--- config.mk ---
export PLATFORM = sky130hd
export DESIGN_NAME = feg_ctrl
export DESIGN_NICKNAME = d
export VERILOG_FILES = /design/src/sv/feg_pkg.sv /design/src/sv/feg_ctrl.sv
export SDC_FILE = /design/constraint.sdc
export NUM_CORES = 1
export LEC_CHECK = 0
export BUFFER_PORTS_ARGS = -buffer_cell sky130_fd_sc_hd__buf_2
export CORE_AREA = 2 2 39 41
export DETAILED_ROUTE_END_ITERATION = 7
export DIE_AREA = 0 0 41 43
export SETUP_SLACK_MARGIN = 0.15
export SLEW_MARGIN = 20
export SYNTH_ARGS = -nofsm -noshare
export SYNTH_HDL_FRONTEND = slang
export SYNTH_SLANG_ARGS = --single-unit
--- constraint.sdc ---
create_clock -name i_clk -period 2.5 [get_ports i_clk]
set_clock_uncertainty 0.1 [all_clocks]
set_input_delay 0.5 -clock i_clk [delete_from_list [all_inputs] [get_ports i_clk]]
set_output_delay 0.5 -clock i_clk [all_outputs]
set_load 0.005 [all_outputs]
--- src/sv/feg_pkg.sv ---
package feg_pkg;

    localparam int PIXEL_INDEX_W = 15;
    localparam int HEAT_W        = 8;
    localparam int COLOR_W       = 32;
    localparam int CFG_INDEX_W   = 2;
    localparam int CFG_DATA_W    = 8;
    localparam int ROWS_W        = 7;

    typedef enum logic [CFG_INDEX_W-1:0] {
        CFG_SPARK_ROWS     = 2'd0,
        CFG_DARK_ROWS      = 2'd1,
        CFG_DARK_THRESHOLD = 2'd2,
        CFG_DARK_BASE      = 2'd3
    } t_cfg_index;

    typedef enum logic {
        OP_FRAME = 1'b0,
        OP_READ  = 1'b1
    } t_opcode;

    localparam logic [ROWS_W-1:0] SPARK_ROWS_RST     = 7'd4;
    localparam logic [ROWS_W-1:0] DARK_ROWS_RST      = 7'd7;
    localparam logic [HEAT_W-1:0] DARK_THRESHOLD_RST = 8'd15;
    localparam logic [HEAT_W-1:0] DARK_BASE_RST      = 8'd22;

    typedef struct packed {
        logic                     opcode;
        logic [PIXEL_INDEX_W-1:0] pixel_index;
    } t_in_item;

    typedef struct packed {
        logic [COLOR_W-1:0] color;
        logic [HEAT_W-1:0]  heat;
    } t_out_item;

    // controller to datapath
    typedef struct packed {
        logic clear_step;
        logic frame_start;
        logic frame_step;
        logic read_issue;
        logic read_load;
    } t_dp_cmd;

    // datapath to controller
    typedef struct packed {
        logic clear_last;
        logic frame_last;
        logic pipe_empty;
    } t_dp_sts;

    // red, green, blue of the low palette entries; above these lies white heat
    localparam logic [17:0] LOW_RGB [64] = '{
        {6'd0, 6'd0, 6'd0},   {6'd0, 6'd1, 6'd1},   {6'd0, 6'd4, 6'd5},   {6'd0, 6'd7, 6'd9},
        {6'd0, 6'd8, 6'd11},  {6'd0, 6'd9, 6'd12},  {6'd15, 6'd6, 6'd8},  {6'd25, 6'd4, 6'd4},
        {6'd33, 6'd3, 6'd3},  {6'd40, 6'd2, 6'd2},  {6'd48, 6'd2, 6'd2},  {6'd55, 6'd1, 6'd1},
        {6'd63, 6'd0, 6'd0},  {6'd63, 6'd0, 6'd0},  {6'd63, 6'd3, 6'd0},  {6'd63, 6'd7, 6'd0},
        {6'd63, 6'd10, 6'd0}, {6'd63, 6'd13, 6'd0}, {6'd63, 6'd16, 6'd0}, {6'd63, 6'd20, 6'd0},
        {6'd63, 6'd23, 6'd0}, {6'd63, 6'd26, 6'd0}, {6'd63, 6'd29, 6'd0}, {6'd63, 6'd33, 6'd0},
        {6'd63, 6'd36, 6'd0}, {6'd63, 6'd39, 6'd0}, {6'd63, 6'd39, 6'd0}, {6'd63, 6'd40, 6'd0},
        {6'd63, 6'd40, 6'd0}, {6'd63, 6'd41, 6'd0}, {6'd63, 6'd42, 6'd0}, {6'd63, 6'd42, 6'd0},
        {6'd63, 6'd43, 6'd0}, {6'd63, 6'd44, 6'd0}, {6'd63, 6'd44, 6'd0}, {6'd63, 6'd45, 6'd0},
        {6'd63, 6'd45, 6'd0}, {6'd63, 6'd46, 6'd0}, {6'd63, 6'd47, 6'd0}, {6'd63, 6'd47, 6'd0},
        {6'd63, 6'd48, 6'd0}, {6'd63, 6'd49, 6'd0}, {6'd63, 6'd49, 6'd0}, {6'd63, 6'd50, 6'd0},
        {6'd63, 6'd51, 6'd0}, {6'd63, 6'd51, 6'd0}, {6'd63, 6'd52, 6'd0}, {6'd63, 6'd53, 6'd0},
        {6'd63, 6'd53, 6'd0}, {6'd63, 6'd54, 6'd0}, {6'd63, 6'd55, 6'd0}, {6'd63, 6'd55, 6'd0},
        {6'd63, 6'd56, 6'd0}, {6'd63, 6'd57, 6'd0}, {6'd63, 6'd57, 6'd0}, {6'd63, 6'd58, 6'd0},
        {6'd63, 6'd58, 6'd0}, {6'd63, 6'd59, 6'd0}, {6'd63, 6'd60, 6'd0}, {6'd63, 6'd60, 6'd0},
        {6'd63, 6'd61, 6'd0}, {6'd63, 6'd62, 6'd0}, {6'd63, 6'd62, 6'd0}, {6'd63, 6'd63, 6'd0}
    };

    localparam logic [5:0] WHITE_LEVEL = 6'd62;

    function automatic logic [COLOR_W-1:0] palette_of(input logic [HEAT_W-1:0] heat);
        logic [5:0] r;
        logic [5:0] g;
        logic [5:0] b;
        logic [7:0] total;
        if (heat[7:6] != 2'b00) begin
            r = WHITE_LEVEL;
            g = WHITE_LEVEL;
            b = WHITE_LEVEL;
        end else begin
            {r, g, b} = LOW_RGB[heat[5:0]];
        end
        total = {2'b00, r} + {2'b00, g} + {2'b00, b};
        return {total, r, 2'b00, g, 2'b00, b, 2'b00};
    endfunction

endpackage

--- src/sv/feg_ctrl.sv ---
module feg_ctrl (
    input  logic              i_clk,
    input  logic              i_rst_n,
    input  logic              i_in_valid,
    input  logic              i_opcode,
    output logic              o_in_ready,
    input  logic              i_out_ready,
    output logic              o_out_valid,
    input  feg_pkg::t_dp_sts  i_sts,
    output feg_pkg::t_dp_cmd  o_cmd
);
    import feg_pkg::*;

    typedef enum logic [4:0] {
        S_CLEAR = 5'b00001,
        S_IDLE  = 5'b00010,
        S_FRAME = 5'b00100,
        S_FLUSH = 5'b01000,
        S_READ  = 5'b10000
    } t_state;

    t_state  r_state;
    t_state  n_state;
    logic    r_out_valid;
    logic    n_out_valid;
    t_dp_cmd cmd;

    assign o_in_ready  = (r_state == S_IDLE);
    assign o_out_valid = r_out_valid;
    assign o_cmd       = cmd;

    always_comb begin
        n_state = r_state;
        cmd     = '0;
        case (r_state)
            S_CLEAR: begin
                cmd.clear_step = 1'b1;
                if (i_sts.clear_last) begin
                    n_state = S_IDLE;
                end
            end
            S_IDLE: begin
                if (i_in_valid) begin
                    if (t_opcode'(i_opcode) == OP_FRAME) begin
                        cmd.frame_start = 1'b1;
                        n_state         = S_FRAME;
                    end else begin
                        cmd.read_issue = 1'b1;
                        n_state        = S_READ;
                    end
                end
            end
            S_FRAME: begin
                cmd.frame_step = 1'b1;
                if (i_sts.frame_last) begin
                    n_state = S_FLUSH;
                end
            end
            S_FLUSH: begin
                if (i_sts.pipe_empty) begin
                    n_state = S_IDLE;
                end
            end
            S_READ: begin
                // hold the fetched heat until the output register is free
                if (!r_out_valid || i_out_ready) begin
                    cmd.read_load = 1'b1;
                    n_state       = S_IDLE;
                end
            end
            default: begin
                n_state = S_CLEAR;
            end
        endcase
    end

    always_comb begin
        n_out_valid = r_out_valid;
        if (r_out_valid && i_out_ready) begin
            n_out_valid = 1'b0;
        end
        if (cmd.read_load) begin
            n_out_valid = 1'b1;
        end
    end

    always_ff @(posedge i_clk) begin
        if (!i_rst_n) begin
            r_state     <= S_CLEAR;
            r_out_valid <= 1'b0;
        end else begin
            r_state     <= n_state;
            r_out_valid <= n_out_valid;
        end
    end
endmodule

==> results of run 1 <==
==> synth_stat cells <==
library cell,instances,area (um^2)
o211ai_1,1,7.51
xor2_1,1,8.76
nand2_1,2,7.51
or3_1,1,6.26
o32a_1,1,10.0
or3b_4,1,11.3
nor2b_1,2,12.5
buf_2,2,10.0
o31ai_1,1,7.51
a31o_2,1,8.76
buf_4,1,7.51
or3b_1,1,8.76
nor3b_1,1,7.51
a2111oi_2,1,15.0
dfxtp_1,6,120
nand2b_1,3,18.8
o21a_1,1,7.51
a2111oi_4,1,27.5
inv_1,3,11.3
mux2i_1,1,10.0
or4b_1,1,10.0
nand3b_1,1,7.51
and3_1,3,18.8
buf_6,1,11.3
o21ai_2,1,8.76
a21boi_0,2,15.0
nor3_1,1,5.00
o21ai_0,2,10.0
nor3_2,1,10.0
nor4b_1,1,8.76
nor2_1,4,15.0
or2_2,2,12.5
==> cell type report <==
cell class / instances / area share [%]
clock buffers: 3 / 4.08
inverters: 3 / 2.04
multi-input cells: 39 / 53.7
repair buffers: 15 / 14.1
well taps: 16 / 3.63
flip-flops and latches: 6 / 22.4
==> layer usage <==
metal	global-route usage, %	vias to the layer above	part of all wire, %
met5	0	-	0
met4	4.00	0	0
met3	9.42	0	7.8
met2	19.7	17	47
met1	17.4	193	46
li1	-	217	-
==> power by group <==
group	internal (mW)	switching, mW	total, mW
Sequential	0.106	0.0180	0.124
Combinational	0.0453	0.0354	0.0808
Clock	0.0542	0.0340	0.0882
Total	0.205	0.0875	0.293
==> critical path, stage by stage, from the launching register on <==
cell     delay, ns
dfxtp_2       0.37
or4b_1        0.56
or2_2         0.32
inv_1         0.06
buf_2         0.10
==> cells by family (layout without fill, tap and decap cells) <==
kind of cell / Yosys count / after routing / share of synthesized area (%)
AO/OA/AOI/OAI: 12 / 12 / 25.8
flip-flops: 6 / 6 / 26.3
multiplexers: 1 / 1 / 2.19
buffers and inverters: 7 / 21 / 8.77
XOR/XNOR: 1 / 1 / 1.92
AND/OR/NAND/NOR: 25 / 25 / 35.1
==> through the flow <==
step | cells | worst slack, ns | cell area, um^2 | util, % | total power, mW
2_1_floorplan | 52 | 0.563 | 457 | - | 0.182
3_3_place_gp | 79 | 0.496 | 526 | 38.0 | 0.204
3_5_place_dp | 79 | 0.479 | 526 | 38.0 | 0.205
4_1_cts | 82 | 0.202 | 548 | 39.6 | 0.298
5_1_grt | 82 | 0.175 | 552 | 39.9 | 0.319
6_report | 82 | 0.259 | 552 | 39.9 | 0.293
==> sequential cells by signal, summed over array words and instances, names as in the netlist <==
signal,cells
r_state,5
o_out_valid,1
==> worst paths after layout <==
| kind | end | slack, ns | cells after the start |
|---|---|---|---|
| setup / recovery | o_cmd[4] | 0.26 | 4 |
| setup reg to reg | r_state[3]$_SDFFE_PN0P_ | 0.73 | 5 |
| hold / removal | r_state[1]$_SDFFE_PN0P_ | 0.43 | 1 |
| hold reg to reg | r_state[1]$_SDFFE_PN0P_ | 0.43 | 1 |
==> metrics.yaml, run 1 <==
vdd_drop_max_uv: 243
worst-path-max-fanout: 11
drt_iter0_markers: 6
synth_area_um2: 457
fin_setup_tns_ns: 0
synth.yosys.seq_area_share_pct: 26.3
clock-root-buffer: "clkbuf_4"
hold_class: "register to register"
critPathKind: "register to output port"
final_cell_mix: "buf_2, nor2_1"
multi_input_area_um2: 297
clock_path_buffers: 2
ff_latch_area_um2: 124
slew_headroom_pct: 78.3
fmax_mhz: 446
postCtsHoldBufs: 0
die_y_um: 43
wl_per_cell_um: 11.8
cp-start-kind: "register"
final.min_clock_period_ns: 2.24
cp-end-kind: "output port"
cts_tree: "built"
cts_buffers: 3
hold_ws_ns: 0.426
vias: 427
setup_violations: 0
r2r-start: "r_state[3]$_SDFFE_PN0P_"
outcome: "finished, final reports clean"
worstHoldStart: "r_state[2]$_SDFFE_PN0P_"
p_per_area_nw_per_um2: 531
clk_pin_slew_worst_paths_ns: 0.05
worst_slew_pin_slew_ns: 0.326
cp.required_ns: 1.90
chipWidth_um: 41
ant_nets: 0
gr-usage-all-layers_pct: 14.2
io_pins: 15
dieArea_um2: 1760
syn_avg_cell_area_um2: 8.78
clock_latency_ns: 0.24
maxCapViolations: 0
finalWeightedCongestion: 0.761
n_antenna_cell: 0
numPortBuffers: 14
cts_resized: 0
start_util_pct: 33.0
antenna_found_initial: 0
p_leak_nw: 0.251
syn-num-nets: 60
rows: 14
fillers: 154
synthToLayoutAreaGrowth_pct: 20.8
grt_pass1_vias: 378
grt_pass1_wl_um: 1640
netlist_instances: 52
rsz0062_at_grt: "false"
drcViolationCount: 0
yosys_warnings: 0
wl_um: 966
drive_gt1_share_pct: 43.9
drv_slew: 0
synth.ff_latch_count: 6
yosysUniqueCellTypes: 32
post-cts-setup-buffers: 0
crit_start: "r_state[1]$_SDFFE_PN0P_"
finalHoldViolCount: 0
firstDrtPassIters: 4
cp_data_arrival_time_ns: 1.64
nNetsFinal: 76
grt_max_degree: 12
core_area_um2: 1380
grt-ovfl-total: 0
mostFrequentLayoutCell: "buf_2"
vias_per_cell: 5.21
dp_hpwl_um: 771
period_share_pct: 89.7
clock_sinks: 6
cts.htree.levels: 1
Power figures use the tool's default switching activity.
==> inputs of run 2 (changes only) <==
--- a/config.mk
+++ b/config.mk
@@ -5,10 +5,10 @@
 export SDC_FILE = /design/constraint.sdc
 export NUM_CORES = 1
 export LEC_CHECK = 0
-export BUFFER_PORTS_ARGS = -buffer_cell sky130_fd_sc_hd__buf_2
 export CORE_AREA = 2 2 39 41
 export DETAILED_ROUTE_END_ITERATION = 7
 export DIE_AREA = 0 0 41 43
+export DONT_BUFFER_PORTS = 1
 export SETUP_SLACK_MARGIN = 0.15
 export SLEW_MARGIN = 20
 export SYNTH_ARGS = -nofsm -noshare
==> metrics.yaml, run 2 (same netlist as run 1, synthesis figures left out) <==
clock_latency_ns: 0.24  # about the same
setup_violations: 0  # unchanged
drcViolationCount: 0  # unchanged
clock-root-buffer: "clkbuf_4"
drv_slew: 0  # unchanged
numPortBuffers: 0  # -14
vias_per_cell: 5.43  # +4.3%
largest_reg_flops: 5  # unchanged
post-cts-setup-buffers: 0  # unchanged
cp.required_ns: 1.90  # about the same
io_pins: 15  # unchanged
dieArea_um2: 1760  # unchanged
grt_max_degree: 14  # +2
pre_cts_slack_ns: 0.554  # +0.0748 ns
drive_gt1_share_pct: 21.6  # -22 points
finalWeightedCongestion: 0.735  # -3.4%
drt_iter0_markers: 9  # +3
n_antenna_cell: 0  # unchanged
rows: 14  # unchanged
vias: 364  # -15%
outcome: "finished, final reports clean"
fin_setup_tns_ns: 0  # unchanged
r2r_cells: 4  # -1
crit_cells: 3  # -1
p_leak_nw: 0.180  # -28%
cp-start-kind: "register"
critPathKind: "register to output port"
holdPathStages: 1  # unchanged
dp_hpwl_um: 682  # -12%
synthToLayoutAreaGrowth_pct: 3.01
vdd_drop_max_uv: 299  # +23%
grt-ovfl-total: 0  # unchanged
finalHoldViolCount: 0  # unchanged
slew_headroom_pct: 74.4  # -3.9 points
utilization_pct: 34.0  # -5.9 points
cts.htree.levels: 1  # unchanged
die_y_um: 43  # unchanged
top_register: "r_state"
postCtsHoldBufs: 0  # unchanged
cts_buffers: 3  # unchanged
fmax_mhz: 453  # +1.6%
cp_data_arrival_time_ns: 1.61  # -0.03 ns
period_share_pct: 88.2  # -1.4 points
gr-usage-all-layers_pct: 12.7  # -1.5 points
max_stage_delay_ns: 0.57  # about the same
wl_um: 867  # -10%
worst-path-max-fanout: 11  # unchanged
clock_sinks: 6  # unchanged
clk_pin_slew_worst_paths_ns: 0.04  # about the same
cts_resized: 0  # unchanged
crit_chain: "or4b_1 -> or2_2 -> inv_1"
chipWidth_um: 41  # unchanged
nNetsFinal: 61  # -20%
clock_path_buffers: 2  # unchanged
cts_tree: "built"
rsz0062_at_grt: "false"
grt_pass1_vias: 333  # -12%
wl_per_cell_um: 12.9  # +9.8%
cp_top_family: "simple AND/OR/NAND/NOR gates"
final_cell_mix: "dfxtp_1, nor2_1"
finalWorstSetupSlack_ns: 0.295  # +0.0359 ns
antenna_found_initial: 0  # unchanged
final.min_clock_period_ns: 2.21  # -0.0359 ns
core_area_um2: 1380  # unchanged
hold_class: "input port to register"
maxCapViolations: 0  # unchanged
grt_pass1_wl_um: 1450  # -12%
cp-end-kind: "output port"
path_buf_inv: 1  # -1
slowest_stage: "or4b_1"
ant_nets: 0  # unchanged
start_util_pct: 33.0  # unchanged
worst_slew_pin_slew_ns: 0.384  # +0.0580 ns
mostFrequentLayoutCell: "dfxtp_1"
p_per_area_nw_per_um2: 584  # +10%
firstDrtPassIters: 4  # unchanged
==> run 2: cell count changes in the layout (fill, tap and decap cells not counted) <==
| cell | previous run | this run |
|---|---|---|
| buf_2 | 14 | 0 |
| buf_4 | 1 | 0 |
| dfxtp_2 | 3 | 0 |
| dfxtp_1 | 3 | 6 |
==> run 2: cell type report <==
class / instances / area [um^2]
Fill cell: 138 / 913
Multi-Input combinational cell: 39 / 297
Sequential cell: 6 / 120
Clock buffer: 3 / 22.5
Tap cell: 16 / 20.0
Inverter: 3 / 11.3
==> run 2: path summary, 6_finish.rpt <==
check	startpoint	end	slack (ns)
hold / removal	i_rst_n	r_state[4]$_SDFFE_PN0P_	0.28
setup / recovery	r_state[1]$_SDFFE_PN0P_	o_cmd[4]	0.29
setup reg to reg	r_state[3]$_SDFFE_PN0P_	r_state[1]$_SDFFE_PN0P_	0.71
hold reg to reg	o_out_valid$_SDFFE_PN0P_	o_out_valid$_SDFFE_PN0P_	0.47
==> run 2: where the power goes <==
group / switching [mW] / leakage (nW) / internal [mW]
sequential: 0.0180 / 0.0489 / 0.104
combinational: 0.0297 / 0.118 / 0.0362
clock: 0.0326 / 0.0138 / 0.0541
total: 0.0803 / 0.180 / 0.194
==> run 2: metrics by stage <==
step | area (um^2) | power (mW) | std cells | hold WS (ns)
2_1_floorplan | 457 | 0.182 | 52 | 0.405
3_3_place_gp | 448 | 0.189 | 64 | 0.459
3_5_place_dp | 448 | 0.190 | 64 | 0.468
4_1_cts | 470 | 0.280 | 67 | 0.268
5_1_grt | 470 | 0.299 | 67 | 0.273
6_report | 470 | 0.275 | 67 | 0.275
==> run 2: metal layers <==
layer	GRT usage (%)	routed length (um)	share of wire [%]
met5	0	0	0
met1	16.4	388	45
met4	2.00	0	0
met3	9.95	110	13
met2	16.6	368	42
